`config.mk`:
```
export PLATFORM = sky130hd
export DESIGN_NAME = gcss_datapath
export DESIGN_NICKNAME = d
export VERILOG_FILES = /design/src/hw/rtl/gcss_pkg.sv /design/src/hw/rtl/gcss_datapath.sv
export SDC_FILE = /design/constraint.sdc
export NUM_CORES = 2
export LEC_CHECK = 0
export CAP_MARGIN = 20
export CORE_MARGIN = 3
export CORE_UTILIZATION = 51
export DETAILED_ROUTE_END_ITERATION = 8
export DONT_BUFFER_PORTS = 1
export PLACE_DENSITY = 0.68
export REMOVE_ABC_BUFFERS = 1
export SYNTH_ARGS = -nofsm -noshare
export SYNTH_HDL_FRONTEND = slang
export SYNTH_SLANG_ARGS = --single-unit
```
`constraint.sdc`:
```
create_clock -name clk -period 33.5 [get_ports clk]
set_input_delay 6.7 -clock clk [delete_from_list [all_inputs] [get_ports clk]]
set_output_delay 6.7 -clock clk [all_outputs]
set_load 0.05 [all_outputs]
```
`src/hw/rtl/gcss_pkg.sv`:
```
// Package for the gaze cone screen selector.
// Shared constants, sequencer state type and divider control struct; no dependencies.
package gcss_pkg;

  localparam int MaxScreens = 64;
  localparam int CntW = $clog2(MaxScreens + 1);
  localparam int DW = 33;
  localparam int SqW = 68;
  localparam int LenW = 34;
  localparam int DotW = 54;
  localparam int QuoW = 54;
  localparam logic [6:0] NoScreen = 7'h7f;

  typedef enum logic [3:0] {
    S_IDLE,
    S_FWD,
    S_SUB,
    S_SQ,
    S_ROOT,
    S_DOT,
    S_DIV,
    S_CMP,
    S_OUT
  } seq_state_t;

  typedef struct packed {
    logic start;
    logic busy;
  } div_ctl_t;

endpackage

```
`src/hw/rtl/gcss_datapath.sv`:
```
// Per-screen arithmetic: forward vector, offset, squared length, integer
// root and dot product; all products go through one shared multiplier. Needs gcss_pkg.
module gcss_datapath
  import gcss_pkg::*;
(
  input  logic                   clk,
  input  seq_state_t             state,
  input  logic [2:0]             step,
  input  logic signed [31:0]     screen_x,
  input  logic signed [31:0]     screen_y,
  input  logic signed [31:0]     screen_z,
  input  logic signed [31:0]     head_x,
  input  logic signed [31:0]     head_y,
  input  logic signed [31:0]     head_z,
  input  logic signed [15:0]     quat_w,
  input  logic signed [15:0]     quat_x,
  input  logic signed [15:0]     quat_y,
  input  logic signed [15:0]     quat_z,
  input  logic [5:0]             root_bit,
  output logic [LenW-1:0]        len,
  output logic signed [DotW-1:0] dot
);

  logic signed [DW-1:0]   dx, dy, dz;
  logic signed [33:0]     acc;
  logic signed [18:0]     fx, fy, fz;
  logic [SqW-1:0]         sumsq;
  logic signed [DW:0]     ma;
  logic signed [DW:0]     mb;
  logic signed [2*DW+1:0] prod;
  logic [LenW-1:0]        cand;
  logic [SqW-1:0]         cand_sq;

  // one shared multiplier; operands chosen by state and step
  always_comb begin
    ma = '0;
    mb = '0;
    cand = len | (LenW'(1) << root_bit);
    case (state)
      S_FWD: begin
        case (step)
          3'd0: begin ma = (DW+1)'(quat_x); mb = (DW+1)'(quat_z); end
          3'd1: begin ma = (DW+1)'(quat_w); mb = (DW+1)'(quat_y); end
          3'd2: begin ma = (DW+1)'(quat_w); mb = (DW+1)'(quat_x); end
          3'd3: begin ma = (DW+1)'(quat_y); mb = (DW+1)'(quat_z); end
          3'd4: begin ma = (DW+1)'(quat_x); mb = (DW+1)'(quat_x); end
          default: begin ma = (DW+1)'(quat_y); mb = (DW+1)'(quat_y); end
        endcase
      end
      S_SQ: begin
        case (step)
          3'd0: begin ma = (DW+1)'(dx); mb = (DW+1)'(dx); end
          3'd1: begin ma = (DW+1)'(dy); mb = (DW+1)'(dy); end
          default: begin ma = (DW+1)'(dz); mb = (DW+1)'(dz); end
        endcase
      end
      S_ROOT: begin
        ma = (DW+1)'(cand);
        mb = (DW+1)'(cand);
      end
      S_DOT: begin
        case (step)
          3'd0: begin ma = (DW+1)'(dx); mb = (DW+1)'(fx); end
          3'd1: begin ma = (DW+1)'(dy); mb = (DW+1)'(fy); end
          default: begin ma = (DW+1)'(dz); mb = (DW+1)'(fz); end
        endcase
      end
      default: ;
    endcase
  end

  assign prod    = ma * mb;
  assign cand_sq = SqW'(prod);

  // acc gathers 2*(a +/- b) in Q28; reduction truncates toward zero
  function automatic logic signed [18:0] q28_to_q14(input logic signed [33:0] v);
    logic signed [33:0] t;
    t = v[33] ? v + 34'sd16383 : v;
    return 19'(t >>> 14);
  endfunction

  always_ff @(posedge clk) begin
    case (state)
      S_FWD: begin
        case (step)
          3'd0: acc <= 34'(prod);
          3'd1: begin
            acc <= '0;
            fx  <= q28_to_q14(-((acc + 34'(prod)) <<< 1));
          end
          3'd2: acc <= 34'(prod);
          3'd3: begin
            acc <= '0;
            fy  <= q28_to_q14((acc - 34'(prod)) <<< 1);
          end
          3'd4: acc <= 34'(prod);
          default: fz <= q28_to_q14(((acc + 34'(prod)) <<< 1) - (34'sd1 <<< 28));
        endcase
      end
      S_SUB: begin
        dx <= DW'(screen_x) - DW'(head_x);
        dy <= DW'(screen_y) - DW'(head_y);
        dz <= DW'(screen_z) - DW'(head_z);
        sumsq <= '0;
        len   <= '0;
        dot   <= '0;
      end
      S_SQ:   sumsq <= sumsq + cand_sq;
      S_ROOT: if (cand_sq <= sumsq) len <= cand;
      S_DOT:  dot <= dot + DotW'(prod);
      default: ;
    endcase
  end

endmodule

```
* Word level (Yosys, flattened, before mapping) *
Index checks and enable logic that the tools add are counted.

word-level totals
  register bits = 345

cells by class
  $mul = 1
  multiplexer cells = 14
  $lt $le $gt $ge = 1
  reductions and logical operators = 18
  bitwise operators = 2
  $add $sub $neg = 12
  equal/unequal tests = 10
  shift-type cells = 1

operators by type and width
  kind                      count
  $pmux W34 S2              5
  $pmux W34 S4              1
  $pmux W68 S2              1
  $pmux W54 S2              1
  $pmux W34 S3              1
  $add A33 B15 Y33 const B  3
  $mux W33                  3
  $sub A32 B32 Y33          3
  $add A68 B68 Y68          1
  $le A68 B68 Y1            1
  $mul A34 B34 Y68          1
  $pmux W33 S2              1
  $add A54 B54 Y54          1
  $mux W34                  1
  $neg A34 Y34              1
  $or A34 B34 Y34           1
  $shl A1 B6 Y34 const A    1
  $sub A34 B30 Y34 const B  1
  $add A33 B33 Y33          1
  $sub A33 B33 Y33          1
  $reduce_or A2 Y1          6
  $reduce_and A2 Y1         5
  $eq A4 B2 Y1 const B      2
  $eq A4 B3 Y1 const B      2
  10 further kinds          14

* Depth between registers and ports, before layout *
  depth after elaboration = 9
  mapped depth = 55

* Least setup slack after synthesis *
No wires, ideal clock.

  path type = input to register
  from = in state[3]
  to = reg len[0] (enable)
  slack = 6.916 ns
  data arrival time = 26.040 ns
  required time = 32.956 ns
  cell stages on the path = 41
  cells stage by stage = nor3b_1 nand2_1 nand2_1 clkbuf_1 buf_1 a21oi_1 nand2_1 clkbuf_1 buf_1 nand2_1 fa_1 fa_1 inv_1 fa_1 fa_1 inv_1 fa_1 fa_1 (+5 left out) a21o_1 a21oi_1 o21ai_0 a21o_1 a31oi_1 a31oi_1 o41ai_1 o21ai_0 o41a_1 a21o_1 a21oi_1 xnor2_1 ha_1 nand4_1 nor2_1 nand4_1 nand4b_1 o311ai_0

on the way
  longest elaborated chain between the ends = 7

RTL lines
  element                                              RTL line              RTL
  from (decl)                                          gcss_datapath.sv:7    input seq_state_t state,
  $eq A4 B2 Y1 / $eq A4 B3 Y1 (equally long branches)  gcss_datapath.sv:39   case (state)
  $reduce_or A2 Y1 (no line)                           n/a
  $pmux W34 S3                                         gcss_datapath.sv:39
  $mul A34 B34 Y68                                     gcss_datapath.sv:72   assign prod = ma * mb;
  $le A68 B68 Y1                                       gcss_datapath.sv:109  S_ROOT: if (cand_sq <= sumsq) len <= cand;
  $ne A2 B2 Y1 (no line)                               n/a
  $reduce_and A2 Y1 (no line) (*)                      n/a
  to (signal assigned)                                 gcss_datapath.sv:109
  to (decl)                                            gcss_datapath.sv:20   output logic [LenW-1:0] len,

Every way passes the cells marked *; elsewhere a longest branch is shown, timed or not.
A chain may end at the register's enable or synchronous reset.

* Worst setup path in the final report *
  from = in step[1]
  to = reg sumsq[65], data pin

on the way
  longest elaborated chain between the ends = 7

RTL lines
  element                                              RTL line              RTL
  from (decl)                                          gcss_datapath.sv:8    input logic [2:0] step,
  $eq A3 B3 Y1, or another cell as far along           gcss_datapath.sv:41   case (step)
  $reduce_or A2 Y1 (no line)                           n/a
  $pmux W34 S2                                         gcss_datapath.sv:41
  $pmux W34 S4 / $pmux W34 S3 (equally long branches)  gcss_datapath.sv:39
  $mul A34 B34 Y68 (*)                                 gcss_datapath.sv:72
  net cand_sq[30]                                      gcss_datapath.sv:32   logic [SqW-1:0] cand_sq;
  $add A68 B68 Y68 (*)                                 gcss_datapath.sv:108  S_SQ: sumsq <= sumsq + cand_sq;
  $pmux W68 S2 (*)                                     gcss_datapath.sv:83   case (state)
  to (signal assigned)                                 gcss_datapath.sv:108
  to (decl)                                            gcss_datapath.sv:27   logic [SqW-1:0] sumsq;

The timed path passes the listed nets; every way through them passes the cells marked *.

==> impl.org <==
** Status
- Run status :: completed

** Yosys
- Proportion of register bits with asynchronous set or reset after synthesis :: 0%
- Total of warnings raised by yosys :: 0
- In this run the cell area of the synthesized design comes to 72600 µm².
- Synthesis inferred around 350 register bits.
- Count leader, synth :: sky130_fd_sc_hd__inv_1
- Yosys attributes the largest share of cell area to sky130_fd_sc_hd__fa_1, sky130_fd_sc_hd__edfxtp_1, sky130_fd_sc_hd__ha_1.
- Synthesis produced a netlist whose cell count is approximately 8200.
- Cell type with the largest total area after synthesis :: sky130_fd_sc_hd__fa_1
- Counting flops with a built-in enable in the synthesized netlist gives 345.
- Syn_area_per_cell :: 8.81 µm²
- Library cells used by synthesis :: 105
- Commonest cells in the netlist :: sky130_fd_sc_hd__inv_1, sky130_fd_sc_hd__fa_1, sky130_fd_sc_hd__nand2_1, sky130_fd_sc_hd__nor2_1, sky130_fd_sc_hd__ha_1
- Summed over its instances, the top area cell type makes up between 30% and 40% of the synthesized netlist area.
- Most used flip-flop cell after synthesis :: sky130_fd_sc_hd__edfxtp_1
- The share of the Yosys chip area taken by registers is roughly 14%.

** Placement
- IO Port Bufs :: 0
- Routability-driven placement finished with a final weighted congestion of 0.984.
- Detailed placement finished with a half-perimeter wire length of 198000 µm.

** Worst setup path
- At the worst endpoint, the required time is 33850 ps.
- The worst register-to-register path has a depth of 41.
- In this run the register-to-register setup slack is 18270 ps.
- Crit path DAT :: between 20000 and 25000 ps
- The worst register-to-register path ends at sumsq[65]$_SDFFCE_PN0P_.
- Classification of the worst setup path :: primary input to register
- Crit path max-delay cell type :: sky130_fd_sc_hd__a221oi_1
- Sort of element at the end of the critical path :: register
- Number of buffer and inverter stages on the critical path :: 9
- Critical Path Most Common Cell :: sky130_fd_sc_hd__fa_1
- Startpoint type of the worst setup path :: primary input
- Worst flop-to-flop path startpoint :: dy[10]$_DFFE_PP_
- Of all nets on the critical path, the largest fanout is between 60 and 70.
- Broken down by cell family, the worst path's largest delay share belongs to adder cells.
- For this run, the slowest stage of the critical path takes roughly 900 ps.

** Timing
- Actual slew at the worst max-slew pin :: between 1000 and 1500 ps
- Count of endpoints failing hold in the final timing report :: 0
- After layout, the worst path uses between 60 and 70% of the clock period.
- Hold timing on the final database bottoms out at a slack of about 720 ps.
- The number of pins with negative max-slew slack in the final report is 0.
- After routing, the total negative slack on setup checks comes to 0 ps.
- Fin Clk Skew :: 40.2 ps
- Slew HR :: 14.1%
- RSZ-0062 raised after global routing :: false
- After layout, the minimum clock period comes to 21990 ps.
- Based on the critical path, the design can be clocked at up to approximately 45 MHz.
- Setup violations remaining at the end of the flow were counted as 0.

** Pwr
- Portion of total power attributed to the clock network :: 11.1%
- Part of the power in combinational logic :: about three quarters
- Seq pwr share :: between 10% and 20%
- Switching Fraction :: 53.5%
- Switching power of the nets :: roughly 2.4 mW
- Dividing total power by cell area gives a power density of 57.9 nW/µm².
- Total power :: 4.42 mW
- Leakage power :: 33.4 nW
- Internal portion of total power :: 2.05 mW
- Peak supply drop :: 0.0000467 V

** Min path
- Counting instances, the worst hold path has a depth of 2.
- Sink of the worst hold path :: sumsq[0]$_SDFFCE_PN0P_
- The tightest min-delay check is of the register to register type.
- In this run the most critical hold path is launched from sumsq[0]$_SDFFCE_PN0P_.

** Routing
- First DRT Iteration DRCs :: 5517
- After detailed routing, the average wire length per cell comes to 24.2 µm.
- Via density per instance :: 5.88
- First-pass iteration count of the detailed router :: 6
- For this run, design rule violations remaining after detail routing come to 0.
- The detail route stage leaves a number of antenna-violating nets equal to 0.
- Vias after detailed routing :: 58800
- After detailed routing, the total wire length is around 240000 µm.

** Die
- In this run the count of I/O pins placed on the die edge is ~360.
- From left edge to right edge, the die measures 383 µm.
- After floorplanning, the core was divided into ~140 placement rows.
- The core region is approximately 140000 µm².
- Starting density of the core :: 51.7%
- The die covers 147000 µm².
- The die is 383 µm tall.

** Clock tree
- The root buffer cell chosen for the clock tree is sky130_fd_sc_hd__clkbuf_16.
- Clock-pin transition on the worst setup and hold timing paths :: ~70 ps
- After clock tree synthesis, the setup repair step added 0 buffers.
- The H-tree generated during clock tree synthesis spans 2 levels.
- Number of clock sinks :: 345
- The clock reaches the later pin of the worst-skew pair after 650 ps.
- Buffers inserted to repair hold after CTS numbered 0.
- The clock passes through at most 3 buffers.
- TritonCTS built the clock tree.
- Post_cts resized :: 0
- Buffers inserted during clock tree synthesis total between 40 and 50.

** Global routing
- Pin count of the biggest net entering global routing :: 68
- The first global-routing pass estimated around 370000 µm of wire.
- Total global routing overflow :: 0
- The initial antenna violation count is 5.
- The via count of the first global-routing pass was 61000.
- Across every metal layer, demand over resource in global routing totals around a third.

** Finish
- Cells with a size suffix above 1 make up 3.93% of the layout.
- The area growth from synthesis to layout is 5.17%.
- For this run, the post-layout net count is 10200.

** Job
- Number of violations of the max-capacitance limit :: 0
-- power groups by stage --
stage,Combinational [mW],Sequential [mW],Clock [mW]
4_1_cts,3.29,0.580,0.502
5_1_grt,3.68,0.581,0.518
3_5_place_dp,3.25,0.589,0
3_3_place_gp,3.25,0.588,0
2_1_floorplan,2.38,0.582,0
6_report,3.34,0.580,0.492
-- flip-flops by register name (all words and copies together) (netlist names) --
name	flops
acc	33
dot	54
dx	33
dy	33
dz	33
fx	19
fy	19
fz	19
len	34
sumsq	68
-- per-stage QoR --
step	util, %	worst slack [ps]	instances	area (µm²)
floorplan	-	4040	7916	71300
detailed placement	53.3	11520	9915	74800
finish	54.4	11510	10000	76300
global route	54.4	11280	9998	76300
global placement	53.3	11610	9915	74800
CTS	54.3	12070	9996	76300
-- layout make-up --
type / count / area [µm²]
well taps: 1876 / 2350
diodes: 5 / 12.5
inverters: 1571 / 5900
fillers: 12800 / 64100
multi-input cells: 6000 / 55300
clock inverters: 28 / 303
clock buffers: 53 / 1160
repair buffers: 125 / 952
flip-flops and latches: 345 / 10400
-- worst register-to-register path, delay by kind of cell, from the launching register on --
kind,cells,cell delay [ps]
XOR/XNOR,1,360
multiplexers,2,460
AO/OA/AOI/OAI,12,4340
adder cells (fa/ha/maj),10,4610
buffers and inverters,7,690
flip-flops,1,360
AND/OR/NAND/NOR,9,4070
-- how the worst max path moves through the flow --
stage / from / to / slack [ps] / cells after the start
final: step[1] / sumsq[65]$_SDFFCE_PN0P_ / 11510 / 43
after global routing: step[1] / sumsq[65]$_SDFFCE_PN0P_ / 11280 / 43
after CTS: step[1] / sumsq[65]$_SDFFCE_PN0P_ / 12070 / 44
after detailed placement: step[1] / sumsq[65]$_SDFFCE_PN0P_ / 11520 / 44
after global placement: step[1] / sumsq[65]$_SDFFCE_PN0P_ / 11610 / 44
after floorplan: state[3] / len[0]$_SDFFCE_PN0P_ / 4040 / 37
-- placed cells by master, fill, tap and decap left out, types with 53 or more instances in the layout --
master,synthesis,routed
sky130_fd_sc_hd__xor2_1,94,93
sky130_fd_sc_hd__nand2_1,972,964
sky130_fd_sc_hd__nand3_1,85,84
sky130_fd_sc_hd__ha_1,555,554
sky130_fd_sc_hd__nand2b_1,71,71
sky130_fd_sc_hd__o21bai_1,68,68
sky130_fd_sc_hd__inv_1,1569,1568
sky130_fd_sc_hd__nor2_1,870,866
sky130_fd_sc_hd__xnor2_1,273,273
sky130_fd_sc_hd__fa_1,1248,1248
sky130_fd_sc_hd__buf_4,4,123
sky130_fd_sc_hd__o21ai_0,183,183
sky130_fd_sc_hd__a21o_1,111,111
sky130_fd_sc_hd__nor2b_1,55,55
sky130_fd_sc_hd__a21oi_1,466,465
sky130_fd_sc_hd__nor3_1,103,97
sky130_fd_sc_hd__mux2i_1,63,62
sky130_fd_sc_hd__edfxtp_1,345,345
sky130_fd_sc_hd__a211oi_1,59,53
-- cell families after synthesis --
group                      Yosys count  synth area share (%)
AOI/OAI and AO/OA                 1286                  11.5
xor gates and xnor gates           369                  4.47
adders and majority gates         1803                  44.0
buffers and inverters             1896                  9.89
DFF                                345                  14.3
muxes                               65                 0.900
and+or+nand+nor                   2477                  15.0
-- per-layer routing --
| metal | global-route usage [%] | up-vias | share of wire (%) |
|---|---|---|---|
| li1 | - | 25900 | - |
| met4 | 10.7 | 2 | 3.8 |
| met2 | 52.4 | 2919 | 45 |
| met1 | 43.9 | 29400 | 40 |
| met3 | 10.5 | 481 | 12 |
| met5 | 0 | - | 0.0054 |
Note: power is estimated with default switching activity, not from simulation.
