==> src/hw/rtl/gcss_pkg.sv <==
// Package for the gaze cone screen selector.
// Shared constants, sequencer state type and divider control struct; no dependencies.
package gcss_pkg;

  localparam int MaxScreens = 64;
  localparam int CntW = $clog2(MaxScreens + 1);
  localparam int DW = 33;
  localparam int SqW = 68;
  localparam int LenW = 34;
  localparam int DotW = 54;
  localparam int QuoW = 54;
  localparam logic [6:0] NoScreen = 7'h7f;

  typedef enum logic [3:0] {
    S_IDLE,
    S_FWD,
    S_SUB,
    S_SQ,
    S_ROOT,
    S_DOT,
    S_DIV,
    S_CMP,
    S_OUT
  } seq_state_t;

  typedef struct packed {
    logic start;
    logic busy;
  } div_ctl_t;

endpackage

==> src/hw/rtl/gcss_div.sv <==
// Bit-serial signed divider: truncated quotient of a dot product by length.
// Depends on gcss_pkg.
module gcss_div
  import gcss_pkg::*;
(
  input  logic                   clk,
  input  logic                   rst,
  input  logic                   start,
  input  logic signed [DotW-1:0] num,
  input  logic [LenW-1:0]        den,
  output div_ctl_t               ctl,
  output logic signed [QuoW-1:0] quo
);

  logic [DotW-1:0]   nmag;
  logic [LenW:0]     rem;
  logic [LenW:0]     trial;
  logic [QuoW-1:0]   q;
  logic [5:0]        cnt;
  logic              neg;
  logic              busy;

  assign trial = {rem[LenW-1:0], nmag[DotW-1]} - {1'b0, den};

  always_ff @(posedge clk) begin
    if (rst) begin
      busy <= 1'b0;
    end else if (start) begin
      busy <= 1'b1;
      cnt  <= 6'(DotW - 1);
      nmag <= num[DotW-1] ? DotW'(-num) : DotW'(num);
      neg  <= num[DotW-1];
      rem  <= '0;
      q    <= '0;
    end else if (busy) begin
      // restoring step, one quotient bit a cycle
      if (!trial[LenW]) begin
        rem <= trial;
        q   <= {q[QuoW-2:0], 1'b1};
      end else begin
        rem <= {rem[LenW-1:0], nmag[DotW-1]};
        q   <= {q[QuoW-2:0], 1'b0};
      end
      nmag <= nmag << 1;
      if (cnt == '0) busy <= 1'b0;
      cnt <= cnt - 6'd1;
    end
  end

  assign ctl.start = start;
  assign ctl.busy  = busy;
  assign quo = neg ? QuoW'(-q) : QuoW'(q);

endmodule

==> config.mk <==
export PLATFORM = sky130hd
export DESIGN_NAME = gcss_div
export DESIGN_NICKNAME = d
export VERILOG_FILES = /design/src/hw/rtl/gcss_pkg.sv /design/src/hw/rtl/gcss_div.sv
export SDC_FILE = /design/constraint.sdc
export NUM_CORES = 1
export LEC_CHECK = 0
export BUFFER_PORTS_ARGS = -buffer_cell sky130_fd_sc_hd__buf_2
export CORE_ASPECT_RATIO = 1.1
export CORE_MARGIN = 1.5
export CORE_UTILIZATION = 53
export CTS_CLUSTER_SIZE = 8
export DETAILED_ROUTE_END_ITERATION = 7
export PLACE_DENSITY = 0.78
export SLEW_MARGIN = 30
export SYNTH_ARGS = -nofsm -noshare
export SYNTH_HDL_FRONTEND = slang
export SYNTH_SLANG_ARGS = --single-unit
==> constraint.sdc <==
create_clock -name clk -period 7.3 [get_ports clk]
set_input_delay 0.73 -clock clk [delete_from_list [all_inputs] [get_ports clk]]
set_output_delay 0.73 -clock clk [all_outputs]
set_load 0.02 [all_outputs]
**Yosys cells after proc, flatten, opt, wreduce, memory -nomap -nowiden**

Cells that the tools add are included.

- Memories: 0
- Output and inout bits: 56
- Logic and storage cells: 27
- Bits in latches: 0
- Input bits: 91
- Memory bits (read-only): 0
- Flip-flop bits (word level): 150
- RAM bits: 0

- Add/sub/neg operators: 4
- Shift-type cells: 0
- Multiply operators: 0
- Muxes and demuxes: 12
- Equality and inequality tests: 0
- Reduce and logical (&&, ||, !) cells: 4
- $lt $le $gt $ge: 0
- Div/mod/pow operators: 0
- Bitwise gates (word level): 1

Operators with widths:

| kind | number |
|---|---|
| 2-to-1 mux 54 bit | 5 |
| negator 54 bit | 2 |
| 2-to-1 mux 34 bit | 2 |
| subtractor 35 x 34 -> 35 bit | 1 |
| logical NOT 6 bit | 1 |
| 2-to-1 mux 6 bit | 1 |
| subtractor 6 x 1 -> 6 bit, second input constant | 1 |
| 2-to-1 mux 1 bit | 4 |
| AND reduction 2 bit | 2 |
| nonzero test 2 bit | 1 |
| inverter 1 bit | 1 |

**Depth between registers and ports, before layout**

Gate-level depths: netlist (run 1).

- Depth in word-level cells: 4
- Gate-level depth with buffers: 13
- Mapped depth without buffers: 12

**Worst setup path after synthesis (run 1)**

Ideal clock, no wire load.

- Kind: input to register
- From: in start
- To: reg cnt[0], enable pin
- Stages: 3
- Slack: -0.567 ns
- Arrival: 7.209 ns
- Buffers on the path: 1
- Data required time: 6.642 ns
- Setup time: 0.658 ns
- Path through: clkbuf_1 > nor2_1 > nor2_1

- Cells in the longest elaborated chain, start to end: 2

Ends and longest elaborated chain:

| item | line | source |
|---|---|---|
| start, declared | gcss_div.sv:8 | `input logic start,` |
| nonzero test 2 bit (no line) | n/a |  |
| AND reduction 2 bit (no line) | n/a |  |
| end signal, assigned | gcss_div.sv:30 | `cnt <= 6'(DotW - 1);` |
| end signal, assigned | gcss_div.sv:46 | `cnt <= cnt - 6'd1;` |
| end, declared | gcss_div.sv:19 | `logic [5:0] cnt;` |

No other way between the ends.
A chain may end at the register's enable or synchronous reset.

**Worst setup path in the final report (run 1)**

- From: reg q[8]
- To: out quo[53]

- Cells in the longest elaborated chain, start to end: 2

Ends and longest elaborated chain:

| item | line | source |
|---|---|---|
| start, declared | gcss_div.sv:18 | `logic [QuoW-1:0] q;` |
| start signal, assigned | gcss_div.sv:39 | `q <= {q[QuoW-2:0], 1'b1};` |
| start signal, assigned | gcss_div.sv:42 | `q <= {q[QuoW-2:0], 1'b0};` |
| negator 54 bit | gcss_div.sv:52 | `assign quo = neg ? QuoW'(-q) : QuoW'(q);` |
| 2-to-1 mux 54 bit | gcss_div.sv:52 |  |
| end, declared | gcss_div.sv:12 | `output logic signed [QuoW-1:0] quo` |

No other way between the ends.

==> flow_summary.json, run 1 <==
{
  "status": "finished, final reports clean",
  "worst_setup_path_startpoint": "q[8]$_SDFFCE_PP0P_",
  "period_utilisation_layout_pct": 63.3,
  "post-route-worst-setup-slack_ns": 2.68,
  "slew_violations": 0,
  "critical_path_buf_inv_count": 1,
  "die_x_um": 135,
  "timing.hold.ws_ns": 0.553,
  "total_switching_power_mw": 0.786,
  "critPathCaptureType": "output pin",
  "sum_of_routed_wire_length_over_all_layers_mm": 21.0,
  "finClkSkew_ns": 0.00867,
  "cellInternalPower_mw": 1.80,
  "layout.nets": 1296,
  "yosysTopAreaCellShare_pct": 43.8,
  "pwr-share-clk_pct": 32.9,
  "cts.repair_timing.setup_buffer_count": 0,
  "crit_path_frequent_cell": "or4_1",
  "post-layout-total-power_mw": 2.59,
  "path_cells": "or4_1, or4_1, or4_1, or3_1, nor2_1, nand2_1, o41ai_2, xnor2_1, buf_2",
  "netlist-cell-type-count": 65,
  "slew_headroom_pct": 39.0,
  "syn-instance-count": 1045,
  "num_rows": 53,
  "drt_iter0_drc": 468,
  "rsz0062_at_grt": "no",
  "worst-endpoint-required_ns": 6.57,
  "timing.setup.critical_path_class": "reg2out",
  "slowest_delay_ns": 0.62,
  "fmaxAchievable_ghz": 0.216,
  "syn_area_per_cell_um2": 9.79,
  "cts_buffer_depth": 2,
  "clkSinkCount": 150,
  "critPathMaxFanout": 6,
  "number_of_flip_flops_and_latches_in_the_synthesized_netlist": 150,
  "maxCapViolCount": 0,
  "setup_tns_ns": 0,
  "route.antenna.remaining_nets": 0,
  "post_cts_hold_buffer_count": 0,
  "antenna_found_initial": 1,
  "fraction_of_registers_with_async_set_reset_pct": 0,
  "timing.rr.start": "nmag[53]$_DFFE_PP_",
  "register_area_share_after_synthesis_pct": 43.9,
  "detailedPlace.worstSlack_ns": 2.74,
  "leakagePower_nw": 4.64,
  "power.ir.vdd_worst_uv": 176,
  "worstPathArrival_ns": 3.89,
  "netlist_top_cells_area": "edfxtp_1 44%, xnor2_1 6.2%, xor2_1 5.1%",
  "ios": 147,
  "yosys_warnings": 0,
  "launch_instance_of_the_worst_min_delay_path": "nmag[47]$_DFFE_PP_",
  "syn2layout_area_growth_pct": 14.4,
  "setup-violations-final": 0,
  "final_layout_size_suffix_gt1_share_pct": 17.7,
  "initial_core_utilization_pct": 53.7,
  "port_buffers": 146,
  "power-per-cell-area_mw_per_mm2": 221,
  "postcts_resize_cnt": 0,
  "clkTransAtPathRegs_ns": 0.06,
  "tightest_slew_ns": 0.916,
  "worstSkewPairLatency_ns": 0.42,
  "synth_edf_count": 149,
  "fillerInstances": 1552,
  "post-route-util_pct": 61.5,
  "yosys.area.top_type": "edfxtp_1",
  "post-route-drc-count": 0,
  "dr_total_vias": 8102,
  "hp-class": "reg2reg",
  "die_h_um": 149,
  "swShare_pct": 30.4,
  "pwr-share-comb_pct": 25.4,
  "htreeDepth": 4,
  "place_hpwl_mm": 14.6,
  "clock_tree.root_cell": "clkbuf_16",
  "drt-pass1-iter-count": 5,
  "total_track_usage_pct": 21.5,
  "syn-num-nets": 1174,
  "grt_pass1_wl_mm": 35.2,
  "cts_buffers": 17,
  "post-route-min-period_ns": 4.62,
  "path_delay_family": "simple AND/OR/NAND/NOR gates",
  "core_region_area_mm2": 0.0190,
  "gpl.final_weighted_congestion": 0.839,
  "die_area_mm2": 0.0201,
  "cts_tree": "done",
  "pwr-share-seq_pct": 41.7,
  "crit_path_start_kind": "flop",
  "mapped_cell_area_mm2": 0.0102,
  "postSynth.topFlopCell": "edfxtp_1",
  "final-hold-violation-count": 0,
  "average_via_count_per_standard_cell": 5.67,
  "final_global_route_overflow_total": 0,
  "routedWlPerCell_um": 14.7,
  "grt_max_degree": 112,
  "via_count_of_the_first_global_routing_pass": 7610,
  "critPathSlowestCell": "or4_1"
}
[synth_stat cells, drive strengths merged (19+ instances only)]
cell type	count
edfxtp	149
nor2	111
a21oi	86
xnor2	72
nand2	62
xor2	60
nor2b	58
o21ai	50
inv	49
clkbuf	38
ha	37
o31ai	32
mux2i	29
or4	20
nand2b	19
or3	19
[kinds of logic after synthesis]
family	after synthesis	share of synthesized area [%]
AO/OA/AOI/OAI	243	15.1
XOR/XNOR	132	11.3
adder cells (fa/ha/maj)	38	4.72
buffers and inverters	97	3.71
flip-flops	150	43.9
multiplexers	35	3.50
AND/OR/NAND/NOR	350	17.7
[metal layers]
layer	global-route usage [%]	share of wire, %
met5	0	0
met4	7.90	1.9
met3	3.51	4.9
met2	35.2	48
met1	28.9	46
[worst paths after layout]
path | to | slack [ns] | cells after the start
setup / recovery | quo[53] | 2.68 | 9
hold / removal | nmag[48]$_DFFE_PP_ | 0.55 | 1
setup reg to reg | rem[30]$_SDFFCE_PP0P_ | 3.22 | 13
hold reg to reg | nmag[48]$_DFFE_PP_ | 0.55 | 1
[power groups by stage]
stage | clock, mW | sequential, mW | combinational (mW)
floorplan | 0 | 1.09 | 0.500
global placement | 0 | 1.09 | 0.641
detailed placement | 0 | 1.10 | 0.654
CTS | 0.864 | 1.08 | 0.658
global route | 0.895 | 1.09 | 0.734
finish | 0.851 | 1.08 | 0.656
[cells in the final DEF, fill, tap and decap left out, types with 37 or more instances in the layout]
cell type,netlist,final
buf_2,3,145
ha_1,37,37
xor2_1,60,60
xnor2_1,72,72
inv_1,49,49
nor2b_1,58,58
o21ai_0,49,49
a21oi_1,86,86
edfxtp_1,149,149
nor2_1,111,110
nand2_1,62,62
[through the flow]
| step | instances | area (um^2) |
|---|---|---|
| floorplan | 1045 | 10200 |
| global placement | 1395 | 11100 |
| detailed placement | 1395 | 11100 |
| CTS | 1427 | 11700 |
| global route | 1427 | 11700 |
| finish | 1428 | 11700 |
[flip-flops by register name (all words and copies together) (netlist names)]
register	count
neg	1
cnt	6
nmag	54
busy	1
rem	34
q	54
[area by class of cell]
| cell class | count | area [um^2] | area share, % |
|---|---|---|---|
| antenna | 1 | 2.50 | 0.0214 |
| clock buffer | 20 | 447 | 3.82 |
| clock inverter | 12 | 121 | 1.04 |
| inverter | 49 | 184 | 1.57 |
| multi-input combinational | 798 | 5360 | 45.8 |
| sequential | 150 | 4490 | 38.4 |
| tap | 247 | 309 | 2.64 |
| timing repair buffer | 151 | 782 | 6.68 |
Power figures use the tool's default switching activity.
==> run 2: changes to the inputs <==
--- a/config.mk
+++ b/config.mk
@@ -5,13 +5,14 @@
 export SDC_FILE = /design/constraint.sdc
 export NUM_CORES = 1
 export LEC_CHECK = 0
+export ABC_AREA = 1
 export BUFFER_PORTS_ARGS = -buffer_cell sky130_fd_sc_hd__buf_2
 export CORE_ASPECT_RATIO = 1.1
 export CORE_MARGIN = 1.5
-export CORE_UTILIZATION = 53
+export CORE_UTILIZATION = 60
 export CTS_CLUSTER_SIZE = 8
 export DETAILED_ROUTE_END_ITERATION = 7
-export PLACE_DENSITY = 0.78
+export PLACE_DENSITY = 0.82
 export SLEW_MARGIN = 30
 export SYNTH_ARGS = -nofsm -noshare
 export SYNTH_HDL_FRONTEND = slang
==> constraint.sdc (replaced) <==
create_clock -name clk -period 4.65 [get_ports clk]
set_input_delay 0.465 -clock clk [delete_from_list [all_inputs] [get_ports clk]]
set_output_delay 0.465 -clock clk [all_outputs]
set_load 0.02 [all_outputs]
==> flow_summary.json, run 2 <==
{
  "fillerInstances": 1799,
  "diodes": 0,
  "yosys_warnings": 0,
  "post_cts_hold_buffer_count": 0,
  "synth_most_common_cell": "nand2_1",
  "leakagePower_nw": 6.58,
  "slew_headroom_pct": 48.5,
  "die_x_um": 139,
  "die_h_um": 153,
  "yosysTopAreaCellShare_pct": 36.5,
  "drt-pass1-iter-count": 8,
  "violations": "design-rule violations",
  "setup_tns_ns": 0,
  "worst-endpoint-required_ns": 4.18,
  "maxCapViolCount": 0,
  "cts_buffers": 17,
  "total_track_usage_pct": 31.6,
  "layout.cells.most_common_list": "448 x nand2_1, 305 x nor2_1, 246 x inv_1",
  "synth_edf_count": 149,
  "clkTransAtPathRegs_ns": 0.07,
  "syn_area_per_cell_um2": 7.03,
  "die_area_mm2": 0.0213,
  "dr_total_vias": 11500,
  "biggestRegsByFlops": "nmag x54, q x54, rem x34",
  "fraction_of_registers_with_async_set_reset_pct": 0,
  "syn2layout_area_growth_pct": 12.1,
  "fmaxAchievable_ghz": 0.295,
  "post-route-min-period_ns": 3.39,
  "finClkSkew_ns": 0.0155,
  "core_region_area_mm2": 0.0199,
  "worstSkewPairLatency_ns": 0.43,
  "period_utilisation_layout_pct": 72.9,
  "timing.hold.ws_ns": 0.250,
  "register_area_share_after_synthesis_pct": 36.7,
  "layout.nets": 1999,
  "number_of_flip_flops_and_latches_in_the_synthesized_netlist": 150,
  "port_buffers": 146,
  "postSynth.topFlopCell": "edfxtp_1",
  "syn-num-nets": 1871,
  "critPathMaxFanout": 6,
  "slew_violations": 0,
  "place_hpwl_mm": 25.0,
  "via_count_of_the_first_global_routing_pass": 11200,
  "cts_buffer_depth": 2,
  "clock_tree.root_cell": "clkbuf_16",
  "cts_tree": "done",
  "postcts_resize_cnt": 0,
  "power-per-cell-area_mw_per_mm2": 317,
  "cts.repair_timing.setup_buffer_count": 0,
  "mapped_cell_area_mm2": 0.0122,
  "netlist-cell-type-count": 49,
  "netlist_top_cells_count": "448 x nand2_1, 306 x nor2_1, 247 x inv_1, 149 x edfxtp_1, 100 x nand3_1",
  "grt_pass1_wl_mm": 54.0,
  "crit_path_start_kind": "flop",
  "power.ir.vdd_worst_uv": 280,
  "timing.setup.critical_path_class": "reg2out",
  "final_common_cell": "nand2_1",
  "netlist_top_cells_area": "edfxtp_1 37%, nand2_1 14%, nor2_1 9.4%",
  "initial_core_utilization_pct": 61.4,
  "clkSinkCount": 150,
  "final-hold-violation-count": 0,
  "gpl.final_weighted_congestion": 1.05,
  "final_global_route_overflow_total": 0,
  "antenna_found_initial": 0,
  "rsz0062_at_grt": "no",
  "sum_of_routed_wire_length_over_all_layers_mm": 33.0,
  "num_rows": 54,
  "ios": 147,
  "setup-violations-final": 0,
  "hp-class": "in2reg",
  "grt_max_degree": 127,
  "syn-instance-count": 1742,
  "final_layout_size_suffix_gt1_share_pct": 14.6,
  "route.antenna.remaining_nets": 0,
  "drt_iter0_drc": 1020,
  "yosys.area.top_type": "edfxtp_1",
  "average_via_count_per_standard_cell": 5.41,
  "routedWlPerCell_um": 15.5,
  "post-route-drc-count": 4,
  "critPathCaptureType": "output pin",
  "htreeDepth": 4,
  "tightest_slew_ns": 0.772,
  "worstPathArrival_ns": 2.93,
  "status": "complete, but fails checks"
}
-- run 2: cell types whose count changed after synthesis, sizes merged, moves of 30 or more --
cell | previous run | this run
xnor2 | 72 | 4
inv | 49 | 258
nor2b | 58 | 0
nor2 | 111 | 328
nand2 | 62 | 484
nand3 | 10 | 106
xor2 | 60 | 90
a21oi | 86 | 52
-- run 2: critical path, cell delays in order (launching register included) --
cell and delay (ns):
edfxtp_1 0.45, inv_1 0.14, ha_1 0.20, nand3_2 0.18, nor2_2 0.23, nand3_2 0.14
nor2_2 0.26, a41oi_1 0.26, nor2_1 0.18, xor2_1 0.24, buf_2 0.21
-- run 2: final timing paths --
| check | from | end | slack, ns | depth (start not counted) |
|---|---|---|---|---|
| worst max register to register | rem[16]$_SDFFCE_PP0P_ | rem[17]$_SDFFCE_PP0P_ | 2.01 | 12 |
| worst max-delay path | q[0]$_SDFFCE_PP0P_ | quo[40] | 1.26 | 10 |
| worst min register to register | nmag[34]$_DFFE_PP_ | nmag[35]$_DFFE_PP_ | 0.51 | 2 |
| worst min-delay path | rst | busy$_SDFF_PP0_ | 0.25 | 2 |
-- run 2: area by class of cell --
cell class | instances | area (um^2) | area share, %
clock buffer | 19 | 443 | 3.23
multi-input combinational | 1288 | 6550 | 47.7
sequential | 150 | 4490 | 32.7
inverter | 259 | 972 | 7.08
timing repair buffer | 154 | 806 | 5.87
clock inverter | 13 | 148 | 1.08
tap | 252 | 315 | 2.30
-- run 2: stage by stage --
step / std cells / setup WS, ns / cell area [um^2] / utilization, % / power (mW)
after floorplan: 1742 / 1.19 / 12300 / - / 2.60
after global placement: 2103 / 1.77 / 13100 / 65.9 / 2.90
after detailed placement: 2103 / 1.72 / 13100 / 65.9 / 2.92
after CTS: 2135 / 1.26 / 13700 / 68.9 / 4.35
after global routing: 2135 / 1.03 / 13700 / 68.9 / 4.55
final: 2135 / 1.26 / 13700 / 68.9 / 4.35
-- run 2: logic make-up after synthesis --
family / after synthesis / share of synthesized area [%]
and+or+nand+nor: 986 / 35.0
buffers and inverters: 304 / 9.91
AOI/OAI and AO/OA: 170 / 7.70
DFF: 150 / 36.7
xor gates and xnor gates: 94 / 6.72
adders and majority gates: 38 / 3.94
-- run 2: routing by layer --
metal / track usage [%] / part of all wire [%]
met1: 39.8 / 42
met2: 54.2 / 48
met3: 3.54 / 5.7
met4: 15.6 / 4.4
met5: 0 / 0
-- run 2: report_power, final --
part,internal [mW],leakage (nW),switching (mW),total (mW)
clock,0.815,0.283,0.626,1.44
combinational,0.396,4.85,0.825,1.22
sequential,1.63,1.45,0.0591,1.68
